===== config.mk =====
export PLATFORM = sky130hd
export DESIGN_NAME = emr_isqrt
export DESIGN_NICKNAME = d
export VERILOG_FILES = /design/src/rtl/exp_map_rotation_reparameterize_defines.svh /design/src/rtl/emr_pkg.sv /design/src/rtl/emr_isqrt.sv
export SDC_FILE = /design/constraint.sdc
export NUM_CORES = 2
export LEC_CHECK = 0
export BUFFER_PORTS_ARGS = -buffer_cell sky130_fd_sc_hd__buf_2
export CORE_ASPECT_RATIO = 1.75
export CORE_MARGIN = 8
export CORE_UTILIZATION = 55
export CTS_CLUSTER_DIAMETER = 120
export DETAILED_ROUTE_END_ITERATION = 8
export PLACE_DENSITY = 0.71
export SYNTH_ARGS = -nofsm -noshare
export SYNTH_HDL_FRONTEND = slang
export SYNTH_MEMORY_MAX_BITS = 65536
export SYNTH_SLANG_ARGS = --single-unit

===== constraint.sdc =====
create_clock -name clk -period 7.75 [get_ports clk]
set_input_delay 1.55 -clock clk [delete_from_list [all_inputs] [get_ports clk]]
set_output_delay 1.55 -clock clk [all_outputs]
set_load 0.02 [all_outputs]

===== src/rtl/exp_map_rotation_reparameterize_defines.svh =====
// Assertion helpers used by the block's top-level RTL.
`ifndef EXP_MAP_ROTATION_REPARAMETERIZE_DEFINES_SVH
`define EXP_MAP_ROTATION_REPARAMETERIZE_DEFINES_SVH

// Checked outside reset.
`define EMR_ASSERT(lbl, prop, msg) \
  lbl: assert property (@(posedge clk) disable iff (rst) prop) else $error(msg);

// Checked on every edge, reset included.
`define EMR_ASSERT_ALWAYS(lbl, prop, msg) \
  lbl: assert property (@(posedge clk) prop) else $error(msg);

`endif


===== src/rtl/emr_pkg.sv =====
package emr_pkg;

  localparam int unsigned ROT_W   = 32;
  localparam int unsigned SQ_W    = 64;
  localparam int unsigned NORM_W  = 32;
  localparam int unsigned F_W     = 27;
  localparam int unsigned PROD_W  = 59;
  localparam int unsigned SNUM_W  = 60;
  localparam int unsigned H_W     = 24;
  localparam int unsigned DMAG_W  = 29;
  localparam int unsigned VEL_SHIFT = 20;
  localparam int unsigned VNUM_W  = DMAG_W + VEL_SHIFT;
  localparam int unsigned VQ_W    = 32;

  localparam logic [F_W-1:0] TWO_PI = 27'd105414357;
  localparam logic [F_W-1:0] PI_Q   = 27'd52707179;

  localparam logic [ROT_W-1:0] VEL_MAX = 32'h7FFF_FFFF;
  localparam logic [ROT_W-1:0] VEL_MIN = 32'h8000_0000;

  localparam logic             REG_TIME_STEP = 1'b0;
  localparam logic [H_W-1:0]   TIME_STEP_RST = 24'd167772;

  function automatic logic [ROT_W-1:0] abs32(input logic [ROT_W-1:0] v);
    abs32 = v[ROT_W-1] ? (~v + 32'd1) : v;
  endfunction

  // one compare-subtract of a whole-turn reduction, turn count bit k
  function automatic logic [NORM_W-1:0] red_step(input logic [NORM_W-1:0] t,
                                                 input int unsigned k);
    logic [NORM_W:0] m;
    m = 33'(TWO_PI) << k;
    if ({1'b0, t} >= m) begin
      red_step = NORM_W'({1'b0, t} - m);
    end else begin
      red_step = t;
    end
  endfunction

endpackage


===== src/rtl/emr_isqrt.sv =====
// floor square root, two radicand bits per stage
module emr_isqrt (
  input  logic                        clk,
  input  logic                        en,
  input  logic [emr_pkg::SQ_W-1:0]    x,
  output logic [emr_pkg::NORM_W-1:0]  root
);

  localparam int N  = emr_pkg::NORM_W;
  localparam int XW = emr_pkg::SQ_W;
  localparam int RW = N + 2;

  logic [RW-1:0] rem_s  [N];
  logic [N-1:0]  root_s [N];
  logic [XW-1:0] xs_s   [N];

  for (genvar i = 0; i < N; i++) begin : g_st
    logic [RW-1:0] rem_i;
    logic [N-1:0]  root_i;
    logic [XW-1:0] xs_i;
    logic [RW+1:0] trem;
    logic [RW+1:0] trial;

    if (i == 0) begin : g_first
      assign rem_i  = '0;
      assign root_i = '0;
      assign xs_i   = x;
    end else begin : g_next
      assign rem_i  = rem_s[i-1];
      assign root_i = root_s[i-1];
      assign xs_i   = xs_s[i-1];
    end

    assign trem  = {rem_i, xs_i[XW-1 -: 2]};
    assign trial = {2'b00, root_i, 2'b01};

    always_ff @(posedge clk) begin
      if (en) begin
        if (trem >= trial) begin
          rem_s[i]  <= RW'(trem - trial);
          root_s[i] <= {root_i[N-2:0], 1'b1};
        end else begin
          rem_s[i]  <= RW'(trem);
          root_s[i] <= {root_i[N-2:0], 1'b0};
        end
        xs_s[i] <= {xs_i[XW-3:0], 2'b00};
      end
    end
  end

  assign root = root_s[N-1];

endmodule


# Word-level counts from Yosys, hierarchy flattened
# Memories as Yosys holds them, arrays and structs flattened.
# Index checks and enable logic that the tools add are counted.
dict set report totals {
  register_bits 0
  latchBits 0
  ram_bits 4096
  mem_bits_ro 0
  inputBits 66
  output_inout_bits 32
  elab_cells 389
  mem_count 3
}
# name words width rd rd_clocked_by_memory_dff write_ports line
set memory_table {}
lappend memory_table {xs_s 32 62 31 0 32 emr_isqrt.sv:15} ;# logic [XW-1:0] xs_s [N];
lappend memory_table {rem_s 32 34 31 0 32 emr_isqrt.sv:13} ;# logic [RW-1:0] rem_s [N];
lappend memory_table {root_s 32 32 32 0 32 emr_isqrt.sv:14} ;# logic [N-1:0] root_s [N];
dict set report classes {
  add_sub_neg 32
  multipliers 0
  n_div 0
  n_lt_le_gt_ge 32
  eq_ne 0
  shifts 0
  muxes 258
  bitwise_logic 64
  n_reduce_logical 0
}
# cell count
set ops {}
lappend ops {{greater-or-equal comparator 36 x 34 -> 1 bit} 31}
lappend ops {{2-to-1 mux 34 bit} 32}
lappend ops {{subtractor 34 bit} 31}
lappend ops {{2-to-1 mux 32 bit} 32}
lappend ops {{2-to-1 mux 1 bit} 194}
lappend ops {{bitwise OR 1 bit} 64}
lappend ops {{subtractor 2 x 1 -> 3 bit, second input constant} 1}
lappend ops {{greater-or-equal comparator 2 x 1 -> 1 bit, second input constant} 1}

# Depth between registers and ports, before layout
# An unclocked memory read counts as a cell.
dict set report logic_depth {
  ltp_word 6
  ltp_mapped 14
  ltp_nobuf 13
}

# Worst setup path before layout
# OpenSTA, ideal clock, no wires.
dict set report synth_path {
  path_type {input port to flip-flop}
  startpoint {input port en}
  endpoint {memory rem_s[1][340] (netlist name) (enable)}
  setup_time_ns 0.440
  t_arrival_ns 4.480
  required_time_ns 7.310
  slack_ns 2.830
  path_stages 6
  path_buffers 6
  path_cell_list {clkbuf_1 -> clkbuf_1 -> clkbuf_1 -> clkbuf_1 -> clkbuf_1 -> clkbuf_1}
}
# element line
set synth_rtl {}
lappend synth_rtl {{start, declared} emr_isqrt.sv:4} ;# input logic en,
lappend synth_rtl {{end, declared} emr_isqrt.sv:13}

==> key figures <==
Critical path
  – Crit. Startpoint: rem_s[1][104]$_DFFE_PP_
  – Worst-path fanout max: 10
  – Critical Path Source Type: flip-flop
  – CP endpoint kind: flip-flop
  – WP data required: 8.33 ns
  – Arrival @ worst endpoint: 5.50 ns
  – WS Path Type: reg -> reg
  – Worst R2R Start: rem_s[1][104]$_DFFE_PP_

Global route
  – Largest net degree at the start of global routing: 204
  – Vias in the first global route: 73,000
  – Initial antenna violation count: 5
  – Gr usage total: 23.1%
  – First-pass GRT wire length: 407,000 microns
  – GR Overflow Total: 0

Drt
  – Final WL: 268,000 microns
  – DRC violations left: 0
  – ANT nets after route: 0
  – Initial DRC count: 4,695
  – First-pass iteration count of the detailed router: 6
  – Vias per cell: 5.77
  – Routed len/inst: 21.8 microns
  – Vias post-DR: 70,800

Timing
  – Max Fclk: 0.203 GHz
  – Final Skew: 0.0532 ns
  – Final period utilization: 63.5%
  – RSZ-0062 raised after global routing: no
  – Tmin final: 4.92 ns
  – Tightest Pin Transition: 1.37 ns
  – Setup_tns: 0 ns
  – Rel. slew slack: 8.19%
  – Fin worst setup slack: 2.83 ns
  – Slew Limit Fails: 0
  – Setup violators final: 0
  – Hold violation count in the final report: 0

Synth
  – Cells after Synth: 9,054
  – Async SR Flop Fraction: 0%
  – Syn_nets: 9,683
  – Synth cell types: 90
  – Yosys warns: 0
  – Synthesized area: 0.117 sq mm
  – Sequential share of the synthesized area: 64.6%
  – Prevailing post-synth register cell: edfxtp_1
  – EDFF count, synth: 2,522
  – Synthesized area per cell: 12.9 sq um
  – Post-synthesis register bit count: 2,523

Final layout
  – Finished Core Util: 60.7%
  – Layout cell share with drive strength beyond 1: 7.04%
  – Area Growth Syn to Fin: 9.95%
  – Layout Nets: 9,894
  – Fillers: 16,300

Clocking
  – Clock Tree Buf Depth: 4
  – H-tree depth: 4
  – CTS clk-pin slew, worst paths: 0.06 ns
  – Post-CTS Setup Bufs: 0
  – Quantity of gates resized following cts: 0
  – Clock Sinks: 2,523
  – Clock buffer count from CTS: 228
  – Cts-stage hold buffer count: 0
  – TritonCTS clock tree: yes
  – Clk root buf: clkbuf_16
  – Worst-Skew Late Latency: 0.88 ns

Min path
  – Worst min path class: reg -> reg
  – Min-delay src: xs_s[0][481]$_DFFE_PP_

Place
  – Dpl hpwl: 201,000 microns
  – Gpl congestion: 0.985
  – Pre-CTS WS: 2.31 ns
  – Buffers on Ports: 97

Status
  – Status: complete, no violations

Flow run
  – Total of max-cap violations: 0

Floorplanning
  – # IOs: 98
  – Core Box Area: 0.212 sq mm
  – Chip width: 365 microns
  – Std-Cell Rows: 224
  – Die H: 627 microns
  – Initial core utilization: 55.2%
  – Die Area: 0.229 sq mm

Pwr
  – VDD IR-drop max: 0.000218 V
  – Pwr Density: 300 mW/mm^2
  – Leak: 48.8 nW
[power breakdown]
part / switching (mW) / leakage [nW] / total (mW) / internal [mW]
clock network: 4.97 / 3.72 / 11.6 / 6.67
registers: 1.37 / 24.3 / 18.7 / 17.4
logic: 4.94 / 20.8 / 8.29 / 3.35
[cells by family (layout without fill, tap and decap cells)]
group / count (synthesis) / after routing / share of synthesized area [%]
buffers and inverters: 878 / 1272 / 2.83
muxes: 69 / 69 / 0.647
DFF: 2523 / 2523 / 64.6
adders and majority gates: 563 / 563 / 6.01
xor gates and xnor gates: 841 / 841 / 6.29
and+or+nand+nor: 2427 / 2427 / 10.4
other: 0 / 4 / 0
AOI/OAI and AO/OA: 1753 / 1753 / 9.20
[cell usage after synthesis, types with 40 or more instances]
| master | instances | area [sq um] |
|---|---|---|
| xor2_1 | 445 | 3900 |
| or3_1 | 93 | 582 |
| nor2b_1 | 82 | 513 |
| ha_1 | 563 | 7040 |
| o31ai_1 | 41 | 308 |
| and2_1 | 48 | 300 |
| a21o_1 | 237 | 1780 |
| o21a_1 | 88 | 661 |
| nor3_1 | 234 | 1170 |
| nand4_1 | 86 | 538 |
| nand3_1 | 137 | 686 |
| nand2_1 | 710 | 2670 |
| a31oi_1 | 52 | 325 |
| nor4_1 | 125 | 782 |
| o21ai_0 | 570 | 2850 |
| clkbuf_1 | 159 | 597 |
| nor2_1 | 485 | 1820 |
| a211oi_1 | 40 | 300 |
| nand2b_1 | 133 | 832 |
| xnor2_1 | 396 | 3470 |
| or4_1 | 54 | 405 |
| inv_1 | 701 | 2630 |
| or2_2 | 60 | 375 |
| edfxtp_1 | 2522 | 75700 |
| o21bai_1 | 42 | 315 |
| and3_1 | 49 | 307 |
| mux2_2 | 54 | 608 |
| a21oi_1 | 460 | 2300 |
[layout make-up]
cell class	instances	area, sq um	area share [%]
repair buffers	157	1040	0.806
flip-flops and latches	2523	75800	58.8
diodes	4	10.0	0.00777
inverters	702	2640	2.05
well taps	2825	3530	2.74
clock inverters	158	1760	1.37
clock buffers	255	5890	4.57
multi-input cells	5653	38200	29.7
[registers in the layout (all words and copies together) (netlist names)]
register / cells
rem_s: 1003
root_s: 528
xs_s: 992
[stage by stage]
stage / cell area [sq um] / total power [mW] / instances / hold WS (ns)
global route: 129000 / 40.4 / 12300 / 0.409
global placement: 121000 / 26.9 / 11900 / 0.401
detailed placement: 121000 / 27.2 / 11900 / 0.405
floorplan: 117000 / 24.3 / 9054 / 0.400
CTS: 129000 / 38.9 / 12300 / 0.409
finish: 129000 / 38.7 / 12300 / 0.401
[layout by cell type (no fill, tap or decap), types with 53 or more instances in the layout]
cell type | synthesis | routed
a21o_1 | 237 | 237
a21oi_1 | 460 | 460
buf_2 | 5 | 96
buf_4 | 3 | 53
clkbuf_16 | 0 | 232
edfxtp_1 | 2522 | 2522
ha_1 | 563 | 563
inv_1 | 701 | 701
mux2_2 | 54 | 54
nand2_1 | 710 | 710
nand2b_1 | 133 | 133
nand3_1 | 137 | 137
nand4_1 | 86 | 86
nor2_1 | 485 | 484
nor2b_1 | 82 | 81
nor3_1 | 234 | 233
nor4_1 | 125 | 123
o21a_1 | 88 | 88
o21ai_0 | 570 | 569
or2_2 | 60 | 60
or3_1 | 93 | 93
or4_1 | 54 | 54
xnor2_1 | 396 | 396
xor2_1 | 445 | 445
[worst paths after layout]
path	depth (start not counted)	slack, ns	to
max	11	2.83	rem_s[1][167]$_DFFE_PP_
min	0	0.40	xs_s[0][545]$_DFFE_PP_
min reg2reg	0	0.40	xs_s[0][545]$_DFFE_PP_
max reg2reg	11	2.83	rem_s[1][167]$_DFFE_PP_
[layer usage]
layer	part of all wire (%)	GRT usage, %
met5	0.0049	0
met4	9.3	17.8
met3	3.2	2.98
met2	57	46.3
met1	31	20.0
[worst max-delay path: stages (launching register included)]
cell,delay (ns)
edfxtp_1,0.42
ha_1,0.36
nand2_1,0.10
o21ba_2,0.28
o211ai_1,0.18
a211oi_1,0.43
o32a_1,0.47
a21oi_1,0.13
o21ai_1,0.86
nor4bb_1,1.04
nand2b_1,0.19
xnor2_1,0.17
No activity file was read; power rests on OpenSTA's default activity.
